`src/design/pdrc_pkg.sv`:
```
`timescale 1ns / 1ps

package pdrc_pkg;

   // Widths of the shared bit-serial multiply and divide datapath.
   localparam int MulAW  = 64;
   localparam int MulBW  = 33;
   localparam int ProdW  = MulAW + MulBW;
   localparam int NumW   = 80;
   localparam int DvsW   = 32;
   localparam int QuoW   = 48;
   localparam int CntW   = 7;

   // Last step index of a multiply and of a divide.
   localparam logic [CntW-1:0] MUL_LAST = CntW'(MulBW - 1);
   localparam logic [CntW-1:0] DIV_LAST = CntW'(NumW - 1);

   // The integral term, the derivative term and the ramp step saturate at this magnitude.
   localparam logic [QuoW-1:0] TERM_CAP = QuoW'(48'h8000_0000_0000);

   // Fixed divisors and multipliers of the millisecond time base.
   localparam logic [DvsW-1:0]  INTEG_DIV = 32'd2000;
   localparam logic [DvsW-1:0]  RAMP_DIV  = 32'd1000;
   localparam logic [MulBW-1:0] DERIV_MUL = 33'd1000;

   // Register indexes of the configuration port.
   typedef logic [2:0] csr_addr_type;
   localparam csr_addr_type REG_GAIN_P       = 3'd0;
   localparam csr_addr_type REG_GAIN_I       = 3'd1;
   localparam csr_addr_type REG_GAIN_D       = 3'd2;
   localparam csr_addr_type REG_OUTPUT_LIMIT = 3'd3;
   localparam csr_addr_type REG_OUTPUT_RAMP  = 3'd4;
   localparam csr_addr_type REG_DEAD_ZONE    = 3'd5;
   localparam csr_addr_type REG_ENABLE       = 3'd6;

   // Sequencer states.
   typedef enum logic [15:0] {
      ST_IDLE     = 16'h0001,
      ST_PREP     = 16'h0002,
      ST_MUL_P    = 16'h0004,
      ST_MUL_I1   = 16'h0008,
      ST_MUL_I2   = 16'h0010,
      ST_DIV_I    = 16'h0020,
      ST_MUL_D1   = 16'h0040,
      ST_MUL_D2   = 16'h0080,
      ST_DIV_D    = 16'h0100,
      ST_SUM_I    = 16'h0200,
      ST_SUM_O    = 16'h0400,
      ST_MUL_R    = 16'h0800,
      ST_RAMP_CHK = 16'h1000,
      ST_DIV_R    = 16'h2000,
      ST_RAMP_OUT = 16'h4000,
      ST_OUT      = 16'h8000
   } state_type;

endpackage

```
`src/design/pid_deadzone_ramp_controller.sv`:
```
`timescale 1ns / 1ps

// Discrete PID controller in signed Q16.16 with dead zone, clamp and output ramp.
// Each request word carries an error sample and the millisecond tick (or a clear
// command) and yields exactly one response word. All products but the ramp check's
// delta times 1000 go through one shared shift-add multiplier (one multiplier bit per
// cycle) and all quotients through one restoring divider (one quotient bit per cycle).
// A clear, the first step after reset and a disabled step skip the arithmetic and go
// straight to the output state. The next request word is taken once the current
// response has been written into the output register, so a stalled receiver holds
// the input.
module pid_deadzone_ramp_controller (
   input  logic                clock,
   input  logic                reset,
   input  logic                req_valid,
   output logic                req_ready,
   input  logic                req_action,
   input  logic signed [31:0]  req_error_in,
   input  logic [31:0]         req_tick_ms,
   output logic                rsp_valid,
   input  logic                rsp_ready,
   output logic signed [31:0]  rsp_control_output,
   input  logic                csr_wr_en,
   input  logic [2:0]          csr_addr,
   input  logic [31:0]         csr_wdata
);

   localparam logic signed [49:0] S32_MAX = 50'sd2147483647;
   localparam logic signed [49:0] S32_MIN = -50'sd2147483648;

   // Clamp to the symmetric limit (zero means none), then saturate to 32 bits.
   function automatic logic [31:0] clamp_sat(input logic signed [49:0] v,
                                             input logic [30:0] lim);
      logic signed [49:0] hi;
      logic signed [49:0] lo;
      logic signed [49:0] c;
      hi = $signed({19'b0, lim});
      lo = -hi;
      c  = v;
      if (lim != 31'd0) begin
         if (v > hi) begin
            c = hi;
         end else if (v < lo) begin
            c = lo;
         end
      end
      if (c > S32_MAX) begin
         c = S32_MAX;
      end else if (c < S32_MIN) begin
         c = S32_MIN;
      end
      return c[31:0];
   endfunction

   // Configuration registers.
   logic [31:0] gain_p_ff, gain_i_ff, gain_d_ff;
   logic [30:0] limit_ff, ramp_ff, dz_ff;
   logic        enable_ff;

   // Sequencer and captured request.
   pdrc_pkg::state_type        st_ff, st_in;
   logic [pdrc_pkg::CntW-1:0]  cnt_ff;
   logic                       act_ff;
   logic [31:0]                err_ff, tick_ff;

   // Controller history.
   logic [31:0] last_tick_ff, prev_err_ff, prev_int_ff, prev_out_ff;

   // Per-step operands and terms.
   logic [31:0] dt_ff;
   logic        p_neg_ff, i_neg_ff, d_neg_ff, up_ff;
   logic [32:0] s_mag_ff, diff_mag_ff;
   logic [46:0] p_mag_ff;
   logic [pdrc_pkg::QuoW-1:0] i_mag_ff, d_mag_ff, step_ff;
   logic [31:0] o_ff;

   // Shared multiplier and divider.
   logic [pdrc_pkg::ProdW-1:0] prod_ff, prod_nx;
   logic [pdrc_pkg::MulAW-1:0] mcand_ff;
   logic [pdrc_pkg::NumW-1:0]  num_ff;
   logic [pdrc_pkg::DvsW-1:0]  rem_ff, dvs_ff, rem_nx;
   logic [pdrc_pkg::QuoW-1:0]  quo_ff, quo_nx, quo_cap;
   logic                       ovf_ff, ovf_nx;

   // Output register.
   logic        rsp_valid_ff;
   logic [31:0] rsp_data_ff;

   assign req_ready          = (st_ff == pdrc_pkg::ST_IDLE);
   assign rsp_valid          = rsp_valid_ff;
   assign rsp_control_output = rsp_data_ff;

   // Front-end arithmetic of a step: interval, dead zone, error sum and difference, gain magnitudes.
   logic [31:0] e_mag_raw, e_mag, e_dz, dt_raw, dt_new;
   logic        dz_hit;
   logic [32:0] s_w, diff_w, s_mag, diff_mag;
   logic [31:0] gp_mag, gi_mag, gd_mag;

   always_comb begin
      e_mag_raw = err_ff[31] ? 32'(-err_ff) : err_ff;
      dz_hit    = (dz_ff != 31'd0) && (e_mag_raw < {1'b0, dz_ff});
      e_dz      = dz_hit ? 32'd0 : err_ff;
      e_mag     = dz_hit ? 32'd0 : e_mag_raw;
      s_w       = {e_dz[31], e_dz} + {prev_err_ff[31], prev_err_ff};
      diff_w    = {e_dz[31], e_dz} - {prev_err_ff[31], prev_err_ff};
      s_mag     = s_w[32] ? 33'(-s_w) : s_w;
      diff_mag  = diff_w[32] ? 33'(-diff_w) : diff_w;
      dt_raw    = tick_ff - last_tick_ff;
      dt_new    = (dt_raw == 32'd0) ? 32'd1 : dt_raw;
      gp_mag    = gain_p_ff[31] ? 32'(-gain_p_ff) : gain_p_ff;
      gi_mag    = gain_i_ff[31] ? 32'(-gain_i_ff) : gain_i_ff;
      gd_mag    = gain_d_ff[31] ? 32'(-gain_d_ff) : gain_d_ff;
   end

   // One shift-add multiply step and one restoring divide step.
   // The partial sum stays below twice the multiplicand, so 64 bits hold it.
   logic [63:0] mul_sum;
   logic [32:0] div_r;
   logic        div_ge;

   always_comb begin
      mul_sum = {1'b0, prod_ff[95:33]} + (prod_ff[0] ? mcand_ff : 64'd0);
      prod_nx = {1'b0, mul_sum, prod_ff[32:1]};
      div_r   = {rem_ff, num_ff[pdrc_pkg::NumW-1]};
      div_ge  = div_r >= {1'b0, dvs_ff};
      rem_nx  = div_ge ? 32'(div_r - {1'b0, dvs_ff}) : div_r[31:0];
      quo_nx  = {quo_ff[pdrc_pkg::QuoW-2:0], div_ge};
      ovf_nx  = ovf_ff | quo_ff[pdrc_pkg::QuoW-1];
      quo_cap = (ovf_nx || (quo_nx > pdrc_pkg::TERM_CAP)) ? pdrc_pkg::TERM_CAP : quo_nx;
   end

   logic mul_last, div_last;
   assign mul_last = (cnt_ff == pdrc_pkg::MUL_LAST);
   assign div_last = (cnt_ff == pdrc_pkg::DIV_LAST);

   // Summing of terms and the ramp check.
   logic signed [49:0] integ_sum, out_sum, ramp_sum;
   logic [31:0]        integ_new, out_new, ramp_new;
   logic [32:0]        delta, delta_mag;
   logic [42:0]        delta_k;
   logic               ramp_hit;

   always_comb begin
      integ_sum = $signed({{18{prev_int_ff[31]}}, prev_int_ff}) +
                  $signed(i_neg_ff ? 50'(-{2'b0, i_mag_ff}) : {2'b0, i_mag_ff});
      integ_new = clamp_sat(integ_sum, limit_ff);
      out_sum   = $signed(p_neg_ff ? 50'(-{3'b0, p_mag_ff}) : {3'b0, p_mag_ff}) +
                  $signed({{18{prev_int_ff[31]}}, prev_int_ff}) +
                  $signed(d_neg_ff ? 50'(-{2'b0, d_mag_ff}) : {2'b0, d_mag_ff});
      out_new   = clamp_sat(out_sum, limit_ff);
      delta     = {o_ff[31], o_ff} - {prev_out_ff[31], prev_out_ff};
      delta_mag = delta[32] ? 33'(-delta) : delta;
      delta_k   = {10'b0, delta_mag} * 43'd1000;
      ramp_hit  = {20'b0, delta_k} > prod_ff[62:0];
      ramp_sum  = $signed({{18{prev_out_ff[31]}}, prev_out_ff}) +
                  $signed(up_ff ? {2'b0, step_ff} : 50'(-{2'b0, step_ff}));
      ramp_new  = clamp_sat(ramp_sum, 31'd0);
   end

   // Next state.
   always_comb begin
      st_in = st_ff;
      unique case (st_ff)
         pdrc_pkg::ST_IDLE: begin
            if (req_valid) st_in = pdrc_pkg::ST_PREP;
         end
         pdrc_pkg::ST_PREP: begin
            if (act_ff || (last_tick_ff == 32'd0) || !enable_ff) begin
               st_in = pdrc_pkg::ST_OUT;
            end else begin
               st_in = pdrc_pkg::ST_MUL_P;
            end
         end
         pdrc_pkg::ST_MUL_P:  if (mul_last) st_in = pdrc_pkg::ST_MUL_I1;
         pdrc_pkg::ST_MUL_I1: if (mul_last) st_in = pdrc_pkg::ST_MUL_I2;
         pdrc_pkg::ST_MUL_I2: if (mul_last) st_in = pdrc_pkg::ST_DIV_I;
         pdrc_pkg::ST_DIV_I:  if (div_last) st_in = pdrc_pkg::ST_MUL_D1;
         pdrc_pkg::ST_MUL_D1: if (mul_last) st_in = pdrc_pkg::ST_MUL_D2;
         pdrc_pkg::ST_MUL_D2: if (mul_last) st_in = pdrc_pkg::ST_DIV_D;
         pdrc_pkg::ST_DIV_D:  if (div_last) st_in = pdrc_pkg::ST_SUM_I;
         pdrc_pkg::ST_SUM_I:  st_in = pdrc_pkg::ST_SUM_O;
         pdrc_pkg::ST_SUM_O: begin
            st_in = (ramp_ff != 31'd0) ? pdrc_pkg::ST_MUL_R : pdrc_pkg::ST_OUT;
         end
         pdrc_pkg::ST_MUL_R:  if (mul_last) st_in = pdrc_pkg::ST_RAMP_CHK;
         pdrc_pkg::ST_RAMP_CHK: begin
            st_in = ramp_hit ? pdrc_pkg::ST_DIV_R : pdrc_pkg::ST_OUT;
         end
         pdrc_pkg::ST_DIV_R:  if (div_last) st_in = pdrc_pkg::ST_RAMP_OUT;
         pdrc_pkg::ST_RAMP_OUT: st_in = pdrc_pkg::ST_OUT;
         pdrc_pkg::ST_OUT: begin
            if (!rsp_valid_ff || rsp_ready) st_in = pdrc_pkg::ST_IDLE;
         end
         default: st_in = pdrc_pkg::ST_IDLE;
      endcase
   end

   // Operand selection for the multiply or divide about to start.
   logic                       mul_load, div_load;
   logic [pdrc_pkg::MulAW-1:0] mul_a;
   logic [pdrc_pkg::MulBW-1:0] mul_b;
   logic [pdrc_pkg::NumW-1:0]  div_n;
   logic [pdrc_pkg::DvsW-1:0]  div_d;

   always_comb begin
      mul_load = 1'b0;
      div_load = 1'b0;
      mul_a    = '0;
      mul_b    = '0;
      div_n    = '0;
      div_d    = '0;
      if (st_in != st_ff) begin
         case (st_in)
            pdrc_pkg::ST_MUL_P: begin
               mul_load = 1'b1;
               mul_a    = {32'b0, gp_mag};
               mul_b    = {1'b0, e_mag};
            end
            pdrc_pkg::ST_MUL_I1: begin
               mul_load = 1'b1;
               mul_a    = {32'b0, gi_mag};
               mul_b    = s_mag_ff;
            end
            pdrc_pkg::ST_MUL_I2: begin
               mul_load = 1'b1;
               mul_a    = prod_nx[63:0];
               mul_b    = {1'b0, dt_ff};
            end
            pdrc_pkg::ST_MUL_D1: begin
               mul_load = 1'b1;
               mul_a    = {32'b0, gd_mag};
               mul_b    = diff_mag_ff;
            end
            pdrc_pkg::ST_MUL_D2: begin
               mul_load = 1'b1;
               mul_a    = prod_nx[63:0];
               mul_b    = pdrc_pkg::DERIV_MUL;
            end
            pdrc_pkg::ST_MUL_R: begin
               mul_load = 1'b1;
               mul_a    = {33'b0, ramp_ff};
               mul_b    = {1'b0, dt_ff};
            end
            pdrc_pkg::ST_DIV_I: begin
               div_load = 1'b1;
               div_n    = prod_nx[95:16];
               div_d    = pdrc_pkg::INTEG_DIV;
            end
            pdrc_pkg::ST_DIV_D: begin
               div_load = 1'b1;
               div_n    = prod_nx[95:16];
               div_d    = dt_ff;
            end
            pdrc_pkg::ST_DIV_R: begin
               div_load = 1'b1;
               div_n    = {17'b0, prod_ff[62:0]};
               div_d    = pdrc_pkg::RAMP_DIV;
            end
            default: begin
               mul_load = 1'b0;
            end
         endcase
      end
   end

   // Configuration writes.
   always_ff @(posedge clock) begin
      if (reset) begin
         gain_p_ff <= '0;
         gain_i_ff <= '0;
         gain_d_ff <= '0;
         limit_ff  <= '0;
         ramp_ff   <= '0;
         dz_ff     <= '0;
         enable_ff <= 1'b1;
      end else if (csr_wr_en) begin
         unique case (csr_addr)
            pdrc_pkg::REG_GAIN_P:       gain_p_ff <= csr_wdata;
            pdrc_pkg::REG_GAIN_I:       gain_i_ff <= csr_wdata;
            pdrc_pkg::REG_GAIN_D:       gain_d_ff <= csr_wdata;
            pdrc_pkg::REG_OUTPUT_LIMIT: limit_ff  <= csr_wdata[30:0];
            pdrc_pkg::REG_OUTPUT_RAMP:  ramp_ff   <= csr_wdata[30:0];
            pdrc_pkg::REG_DEAD_ZONE:    dz_ff     <= csr_wdata[30:0];
            pdrc_pkg::REG_ENABLE:       enable_ff <= csr_wdata[0];
            default:                    enable_ff <= enable_ff;
         endcase
      end
   end

   // Sequencer, history and output register.
   always_ff @(posedge clock) begin
      if (reset) begin
         st_ff        <= pdrc_pkg::ST_IDLE;
         last_tick_ff <= '0;
         prev_err_ff  <= '0;
         prev_int_ff  <= '0;
         prev_out_ff  <= '0;
         rsp_valid_ff <= 1'b0;
      end else begin
         st_ff <= st_in;

         // The response word is raised out of the output state and dropped once taken.
         if (st_ff == pdrc_pkg::ST_OUT && (!rsp_valid_ff || rsp_ready)) begin
            rsp_valid_ff <= 1'b1;
         end else if (rsp_valid_ff && rsp_ready) begin
            rsp_valid_ff <= 1'b0;
         end

         case (st_ff)
            pdrc_pkg::ST_PREP: begin
               if (act_ff) begin
                  prev_err_ff <= '0;
                  prev_int_ff <= '0;
                  prev_out_ff <= '0;
               end else if (last_tick_ff == 32'd0) begin
                  last_tick_ff <= tick_ff;
               end else begin
                  last_tick_ff <= tick_ff;
                  if (!enable_ff) begin
                     prev_err_ff <= '0;
                     prev_int_ff <= '0;
                     prev_out_ff <= '0;
                  end else begin
                     prev_err_ff <= e_dz;
                  end
               end
            end
            pdrc_pkg::ST_SUM_I: prev_int_ff <= integ_new;
            pdrc_pkg::ST_SUM_O: begin
               if (ramp_ff == 31'd0) prev_out_ff <= out_new;
            end
            pdrc_pkg::ST_RAMP_CHK: begin
               if (!ramp_hit) prev_out_ff <= o_ff;
            end
            pdrc_pkg::ST_RAMP_OUT: prev_out_ff <= ramp_new;
            default: begin
               last_tick_ff <= last_tick_ff;
            end
         endcase
      end
   end

   // Datapath registers.
   always_ff @(posedge clock) begin
      if (st_ff == pdrc_pkg::ST_IDLE && req_valid) begin
         act_ff  <= req_action;
         err_ff  <= req_error_in;
         tick_ff <= req_tick_ms;
      end

      // Multiplier and divider: load at start, one bit per cycle after.
      if (mul_load) begin
         prod_ff  <= {64'b0, mul_b};
         mcand_ff <= mul_a;
         cnt_ff   <= '0;
      end else if (div_load) begin
         num_ff <= div_n;
         dvs_ff <= div_d;
         rem_ff <= '0;
         quo_ff <= '0;
         ovf_ff <= 1'b0;
         cnt_ff <= '0;
      end else begin
         case (st_ff) inside
            pdrc_pkg::ST_MUL_P, pdrc_pkg::ST_MUL_I1, pdrc_pkg::ST_MUL_I2,
            pdrc_pkg::ST_MUL_D1, pdrc_pkg::ST_MUL_D2, pdrc_pkg::ST_MUL_R: begin
               prod_ff <= prod_nx;
               cnt_ff  <= cnt_ff + 1'b1;
            end
            pdrc_pkg::ST_DIV_I, pdrc_pkg::ST_DIV_D, pdrc_pkg::ST_DIV_R: begin
               num_ff <= {num_ff[pdrc_pkg::NumW-2:0], 1'b0};
               rem_ff <= rem_nx;
               quo_ff <= quo_nx;
               ovf_ff <= ovf_nx;
               cnt_ff <= cnt_ff + 1'b1;
            end
            default: begin
               cnt_ff <= cnt_ff;
            end
         endcase
      end

      // Per-step captures.
      case (st_ff)
         pdrc_pkg::ST_PREP: begin
            dt_ff       <= dt_new;
            s_mag_ff    <= s_mag;
            diff_mag_ff <= diff_mag;
            p_neg_ff    <= gain_p_ff[31] ^ e_dz[31];
            i_neg_ff    <= gain_i_ff[31] ^ s_w[32];
            d_neg_ff    <= gain_d_ff[31] ^ diff_w[32];
            o_ff        <= '0;
         end
         pdrc_pkg::ST_MUL_P: begin
            if (mul_last) p_mag_ff <= prod_nx[62:16];
         end
         pdrc_pkg::ST_DIV_I: begin
            if (div_last) i_mag_ff <= quo_cap;
         end
         pdrc_pkg::ST_DIV_D: begin
            if (div_last) d_mag_ff <= quo_cap;
         end
         pdrc_pkg::ST_DIV_R: begin
            if (div_last) step_ff <= quo_cap;
         end
         pdrc_pkg::ST_SUM_O:     o_ff  <= out_new;
         pdrc_pkg::ST_RAMP_CHK:  up_ff <= !delta[32];
         pdrc_pkg::ST_RAMP_OUT:  o_ff  <= ramp_new;
         pdrc_pkg::ST_OUT: begin
            if (!rsp_valid_ff || rsp_ready) rsp_data_ff <= o_ff;
         end
         default: begin
            up_ff <= up_ff;
         end
      endcase
   end

`ifndef NO_ASSERTIONS
   // An accepted word always starts with the decision cycle.
   a_accept_prep: assert property (@(posedge clock) disable iff (reset)
      (req_valid && req_ready) |=> (st_ff == pdrc_pkg::ST_PREP))
      else $error("accepted word did not enter decision cycle");

   // A new response appears only out of the output state.
   a_rsp_from_out: assert property (@(posedge clock) disable iff (reset)
      $rose(rsp_valid_ff) |-> $past(st_ff == pdrc_pkg::ST_OUT))
      else $error("response raised outside output state");

   // The integral and derivative terms entering the sum never exceed the term cap.
   a_term_cap: assert property (@(posedge clock) disable iff (reset)
      (st_ff == pdrc_pkg::ST_SUM_I) |->
         (i_mag_ff <= pdrc_pkg::TERM_CAP) && (d_mag_ff <= pdrc_pkg::TERM_CAP))
      else $error("integral or derivative term above cap");

   // The step counter never runs past the last divide step.
   a_cnt_range: assert property (@(posedge clock) disable iff (reset)
      (st_ff == pdrc_pkg::ST_DIV_I || st_ff == pdrc_pkg::ST_DIV_D ||
       st_ff == pdrc_pkg::ST_DIV_R) |-> (cnt_ff <= pdrc_pkg::DIV_LAST))
      else $error("divide step counter out of range");
`endif

endmodule

```
`config.mk`:
```
export PLATFORM = sky130hd
export DESIGN_NAME = pid_deadzone_ramp_controller
export DESIGN_NICKNAME = d
export VERILOG_FILES = /design/src/design/pdrc_pkg.sv /design/src/design/pid_deadzone_ramp_controller.sv
export SDC_FILE = /design/constraint.sdc
export NUM_CORES = 2
export LEC_CHECK = 0
export BUFFER_PORTS_ARGS = -buffer_cell sky130_fd_sc_hd__buf_2
export CORE_ASPECT_RATIO = 0.8
export CORE_MARGIN = 4
export CORE_UTILIZATION = 55
export CTS_BUF_LIST = sky130_fd_sc_hd__clkbuf_16
export CTS_CLUSTER_SIZE = 20
export DETAILED_ROUTE_END_ITERATION = 10
export PLACE_DENSITY = 0.72
export REMOVE_ABC_BUFFERS = 1
export SYNTH_ARGS = -nofsm -noshare
export SYNTH_HDL_FRONTEND = slang
export SYNTH_SLANG_ARGS = --single-unit
```
`constraint.sdc`:
```
create_clock -name clock -period 21 [get_ports clock]
set_input_delay 2.1 -clock clock [delete_from_list [all_inputs] [get_ports clock]]
set_output_delay 2.1 -clock clock [all_outputs]
set_load 0.02 [all_outputs]
```
Word level (Yosys, flattened, before mapping)
Cells that the tools add are included.
{ "word_totals": {"ff_bits": 1117, "inputBits": 105, "output_inout_bits": 34, "word_cells": 259} }
{ "op_classes": {"addsub": 23, "n_mul": 1, "n_lt_le_gt_ge": 14, "n_eq_ne": 41, "muxes": 80, "bitwise_logic": 7, "reduce_logical": 53} }
{ "op_table": {"columns": ["cell", "count"], "rows": [
  ["32-bit 2-to-1 mux", 25],
  ["50-bit 2-to-1 mux", 10],
  ["80-bit 2-to-1 mux", 4],
  ["64-bit case mux with 5 select lines", 1],
  ["16-bit case mux with 16 select lines", 1],
  ["16-bit 2-to-1 mux", 14],
  ["32-bit case mux with 3 select lines", 2],
  ["33-bit 2-to-1 mux", 5],
  ["33-bit case mux with 5 select lines", 1],
  ["80-bit case mux with 2 select lines", 1],
  ["50-bit by 32-bit > comparator with 1-bit output, second input constant", 3],
  ["50-bit by 32-bit less-than comparator with 1-bit output, second input constant", 3],
  ["48-bit negation with 50-bit output", 3],
  ["48-bit 2-to-1 mux", 3],
  ["32-bit negation", 4],
  ["32-bit case mux with 4 select lines", 1],
  ["32-bit by 50-bit adder with 50-bit output", 2],
  ["50-bit by 32-bit > comparator with 1-bit output", 2],
  ["50-bit less-than comparator", 2],
  ["33-bit negation", 3],
  ["31-bit nonzero test", 3],
  ["32-bit by 32-bit subtractor with 33-bit output", 2],
  ["63-bit by 64-bit adder with 64-bit output", 1],
  ["32-bit logical NOT", 2],
  ["57 further kinds", 121]
]} }

Logic depth before layout (Yosys ltp)
{ "logic_depth": {"depth_word": 13, "depth_mapped": 56, "depth_no_buf": 52} }

Worst setup path before layout
No wires, ideal clock.
{ "synth_timing": {"kind": "register -> register", "startpoint": "reg o_ff[0]", "endpoint": "reg num_ff[0] (netlist name) (enable)", "setup_time_ps": 683, "arrival_time_ps": 18422, "required_ps": 20317, "setup_slack_ps": 1895, "stages_incl_launch_ff": 53, "n_path_buf": 3, "period_less_slack_ps": 19105, "cell_sequence": "edfxtp_1 > inv_1 > ha_1 > fa_1 > nor2b_1 > o31a_1 > o21a_1 > a21oi_1 > or3_1 > clkbuf_1 > a31oi_1 > o21ai_0 > a21o_1 > a31o_2 > nor2b_1 > o22ai_1 > clkinv_1 > nor2_1 > [... 17 more ...] > a21oi_1 > a311oi_1 > o21ai_0 > a21oi_1 > xnor2_1 > ha_1 > nand4_1 > or4_1 > a31oi_1 > o21bai_1 > or2_2 > o31ai_1 > o21ai_1 > a21oi_1 > clkbuf_1 > buf_1 > inv_1 > nor2_1"} }
{ "synth_via": {"elab_chain_len": 13, "word_cells_on_any_way": 27, "classes_between": "add/sub: 2; mul: 1; order compare: 1; eq/ne: 11; mux: 7; bitwise: 1; reduce/logical: 4"} }
{ "synth_rtl": {"columns": ["element", "line_no", "source"], "rows": [
  ["start: declaration", "pid_deadzone_ramp_controller.sv:75", "logic [31:0] o_ff;"],
  ["start signal: assignment", "pid_deadzone_ramp_controller.sv:406", "pdrc_pkg::ST_SUM_O: o_ff <= out_new;"],
  ["start signal: assignment", "pid_deadzone_ramp_controller.sv:408", "pdrc_pkg::ST_RAMP_OUT: o_ff <= ramp_new;"],
  ["32-bit by 32-bit subtractor with 33-bit output *", "pid_deadzone_ramp_controller.sv:151", "delta = {o_ff[31], o_ff} - {prev_out_ff[31], prev_out_ff};"],
  ["33-bit negation", "pid_deadzone_ramp_controller.sv:152", "delta_mag = delta[32] ? 33'(-delta) : delta;"],
  ["33-bit 2-to-1 mux *", "pid_deadzone_ramp_controller.sv:152", null],
  ["33-bit by 7-bit multiplier with 40-bit output *", "pid_deadzone_ramp_controller.sv:153", "delta_k = {10'b0, delta_mag} * 43'd1000;"],
  ["43-bit by 63-bit > comparator with 1-bit output *", "pid_deadzone_ramp_controller.sv:154", "ramp_hit = {20'b0, delta_k} > prod_ff[62:0];"],
  ["16-bit 2-to-1 mux *", "pid_deadzone_ramp_controller.sv:187", "st_in = ramp_hit ? pdrc_pkg::ST_DIV_R : pdrc_pkg::ST_OUT;"],
  ["16-bit case mux with 16 select lines *", "pid_deadzone_ramp_controller.sv:163", "unique case (st_ff)"],
  ["16-bit by 14-bit equality test with 1-bit output, or another cell as far along", "pid_deadzone_ramp_controller.sv:213", "case (st_in)"],
  ["3-bit OR reduction (no line) / 6-bit OR reduction (equally long branches)", null, null],
  ["1-bit 2-to-1 mux", "pid_deadzone_ramp_controller.sv:213", null],
  ["1-bit 2-to-1 mux", "pid_deadzone_ramp_controller.sv:212", "if (st_in != st_ff) begin"],
  ["2-bit != test (no line), or another cell as far along", null, null],
  ["3-bit AND reduction (no line) *", null, null],
  ["end signal: assignment", "pid_deadzone_ramp_controller.sv:357", "num_ff <= div_n;"],
  ["end signal: assignment", "pid_deadzone_ramp_controller.sv:371", "num_ff <= {num_ff[pdrc_pkg::NumW-2:0], 1'b0};"],
  ["end: declaration", "pid_deadzone_ramp_controller.sv:80", "logic [pdrc_pkg::NumW-1:0] num_ff;"]
]} }
Mark *: on every way between the ends. The rest lies on a longest branch, timed or not.
A chain may end at the register's enable or synchronous reset.

Worst setup path in the final report
{ "layout_timing": {"startpoint": "reg o_ff[0]", "endpoint": "reg rem_ff[10] (netlist name) (enable)"} }
{ "layout_via": {"elab_chain_len": 13, "word_cells_on_any_way": 27, "classes_between": "add/sub: 2; mul: 1; order compare: 1; eq/ne: 11; mux: 7; bitwise: 1; reduce/logical: 4"} }
{ "layout_rtl": {"columns": ["element", "line_no", "source"], "rows": [
  ["32-bit by 32-bit subtractor with 33-bit output *", "pid_deadzone_ramp_controller.sv:151", null],
  ["33-bit negation", "pid_deadzone_ramp_controller.sv:152", null],
  ["33-bit 2-to-1 mux *", "pid_deadzone_ramp_controller.sv:152", null],
  ["33-bit by 7-bit multiplier with 40-bit output *", "pid_deadzone_ramp_controller.sv:153", null],
  ["43-bit by 63-bit > comparator with 1-bit output *", "pid_deadzone_ramp_controller.sv:154", null],
  ["16-bit 2-to-1 mux *", "pid_deadzone_ramp_controller.sv:187", null],
  ["16-bit case mux with 16 select lines *", "pid_deadzone_ramp_controller.sv:163", null],
  ["16-bit by 14-bit equality test with 1-bit output, or another cell as far along", "pid_deadzone_ramp_controller.sv:213", null],
  ["3-bit OR reduction (no line) / 6-bit OR reduction (equally long branches)", null, null],
  ["1-bit 2-to-1 mux", "pid_deadzone_ramp_controller.sv:213", null],
  ["1-bit 2-to-1 mux", "pid_deadzone_ramp_controller.sv:212", null],
  ["2-bit != test (no line), or another cell as far along", null, null],
  ["3-bit AND reduction (no line) *", null, null],
  ["end signal: assignment", "pid_deadzone_ramp_controller.sv:372", "rem_ff <= rem_nx;"],
  ["end: declaration", "pid_deadzone_ramp_controller.sv:81", "logic [pdrc_pkg::DvsW-1:0] rem_ff, dvs_ff, rem_nx;"]
]} }
Marks and branches as above.

==> run metrics <==
crit-path max cell delay approximately 0.9 ns; Mapped Cells 9553; total power 7190 uW; Initial Utilization 55.70%; Final Cycle Share 75.78%; CP max FO between 60 and 70; Crit-path slowest cell nor2_4; post-DP HPWL 246.6 mm; Detailed Routing Iterations Pass 1 10; worst vdd ir 0.00009691 V; TritonCTS buffer count 115; final WL 314.9 mm; status finished clean; CTS H-tree depth 3; Worst-Margin Slew 1.314 ns; top_reg_cell synth edfxtp_1; TritonCTS clock tree built; DR DRC count 0; vias 75.47k; Post-Syn Area per Cell 8.927 um2; vias in the first global route around 71k; endpoints failing setup 0; Tot GR Track Use 37.83%; WHS 0.4752 ns; setup total negative slack 0 ns; Row Count roughly 130; Worst EP required about 21 ns; PwrDens between 70 and 80 nW/um2; DRT iter0 DRCs 9675; Die Ht 360.2 um; arrival time at the worst endpoint 16.32 ns; Clock Sink Count 1117; CP Launch Type flop; commonest non-fill, non-tap cell in the layout nand2_1; most frequent cells in the layout nand2_1 (1002), a21oi_1 (776), inv_1 (739); Clock Path Buffers 3; port buffer count 138; Max-Cap Viols 0; Seq/Total Area, Yosys 34.58%; I/O Pins between 100 and 150; Hold Vio Cnt, Final 0; hold_buf cts 0; Post-Layout Inst Area approximately 92000 um2; postcts setup bufs 0; Post-Syn Area 85280 um2; area post-placement 88210 um2; max_slew headroom between 10% and 20%; Hold Crit Class flop to flop; clock slew at reported path FFs 0.06 ns; first-pass GRT wire length 460.0 mm; WS Path Type flop to flop; Post-synth EDFFs 712; Via-to-Cell Ratio between 6 and 7; RSZ-0062 raised after global routing false; antenna violations before repair 19; Yosys reg bits about 1.1k; clock root cell clkbuf_16; Fmax 0.06284 GHz; Setup WS pre-CTS 5.530 ns; post-route ant nets 0; largest net degree at the start of global routing 91; Die Wd 448.2 um; fin worst setup slack 5.086 ns; clk_skew 0.08077 ns; core area 153100 um2; share of post-route cells with drive strength above 1 5.902%; Post-CTS Resized 0; WL/cell 26.99 um; Period minus WS final 15.91 ns; Post-synth ARST share 0%; Leak 0.03741 uW; Syn-to-layout area delta 8.116%; Max Slew Vio Count 0; Worst setup EP type flop; grt ovf 0; Synth Warn # 0; Distinct cells, synth about 100; GP Congestion 1.005; insertion delay to the later sink of the worst-skew pair 0.81 ns; nets approximately 11k; die area roughly 160000 um2
## sequential cells by signal (all words and copies together) (netlist names), 33 cells and up
name         flops
d_mag_ff        48
diff_mag_ff     33
i_mag_ff        48
mcand_ff        64
num_ff          80
p_mag_ff        47
prod_ff         96
quo_ff          48
s_mag_ff        33
step_ff         48
## kinds of logic (layout without fill, tap and decap cells)
family | count (synthesis) | in the layout | share of synthesized area (%)
mux | 85 | 85 | 1.014
flops | 1117 | 1117 | 34.58
other cells | 0 | 13 | 0
compound gates | 2578 | 2578 | 19.85
buf+inv | 1117 | 1205 | 4.933
simple gates | 2999 | 2999 | 17.26
xor+xnor | 786 | 786 | 8.072
fa+ha+maj | 871 | 871 | 14.29
## worst paths after layout
| kind | startpoint | to | slack [ns] | cells after the start |
|---|---|---|---|---|
| worst max-delay path | o_ff[0] | rem_ff[10] | 5.09 | 54 |
| worst min register to register | prev_out_ff[2] | prev_out_ff[2] | 0.48 | 2 |
| worst max register to register | o_ff[0] | rem_ff[10] | 5.09 | 54 |
| worst min-delay path | prev_out_ff[2] | prev_out_ff[2] | 0.48 | 2 |
## layout make-up
class,instances,area [um2]
clock inverter,97,928.4
clock buffer,121,3028
fill,13250,60910
sequential,1117,29490
inverter,717,2696
tap,2015,2521
multi-input combinational,7319,51810
antenna,13,32.53
timing repair buffer,270,1692
## synthesized netlist by cell type (105+ instances only)
master	number	area share, %
a21o_1	266	2.3
a21oi_1	780	4.6
a22o_1	105	1.1
and2_1	263	1.9
clkbuf_1	369	1.6
dfxtp_1	405	9.5
edfxtp_1	712	25
fa_1	173	4.1
ha_1	694	10
inv_1	714	3.1
nand2_1	1003	4.4
nand2b_1	105	0.77
nand3_1	165	0.97
nand4_1	108	0.79
nor2_1	591	2.6
nor3_1	160	0.94
nor4_1	105	0.77
o21ai_0	445	2.6
o31ai_1	116	1.0
or3_1	110	0.81
xnor2_1	526	5.4
xor2_1	260	2.7
## routing by layer
layer | wire length [um] | vias to the layer above | global-route usage (%)
met5 | 91 | - | 0
met1 | 128800 | 36320 | 51.50
met3 | 31760 | 743 | 8.074
met4 | 21110 | 12 | 20.47
li1 | - | 34520 | -
met2 | 133100 | 3876 | 56.27
## stage by stage
stage          instances  utilization [%]
2_1_floorplan       9153                -
3_3_place_gp       11440            57.61
3_5_place_dp       11440            57.61
4_1_cts            11660            60.20
5_1_grt            11660            60.20
6_report           11670            60.22
## critical path, delay by kind of cell (launching register included)
family / cells / cell delay, ns
compound gates: 24 / 4.83
xor+xnor: 2 / 0.91
fa+ha+maj: 8 / 3.26
buf+inv: 10 / 2.76
flops: 1 / 0.37
simple gates: 10 / 3.23
## where the power goes
| part | switching [uW] | total [uW] | leakage [uW] | internal (uW) |
|---|---|---|---|---|
| logic | 1550 | 2610 | 0.0256 | 1060 |
| clock network | 964 | 2160 | 0.00203 | 1200 |
| registers | 40.1 | 2410 | 0.00973 | 2370 |
| total | 2550 | 7190 | 0.0374 | 4640 |
(Power assumes the default switching activity.)
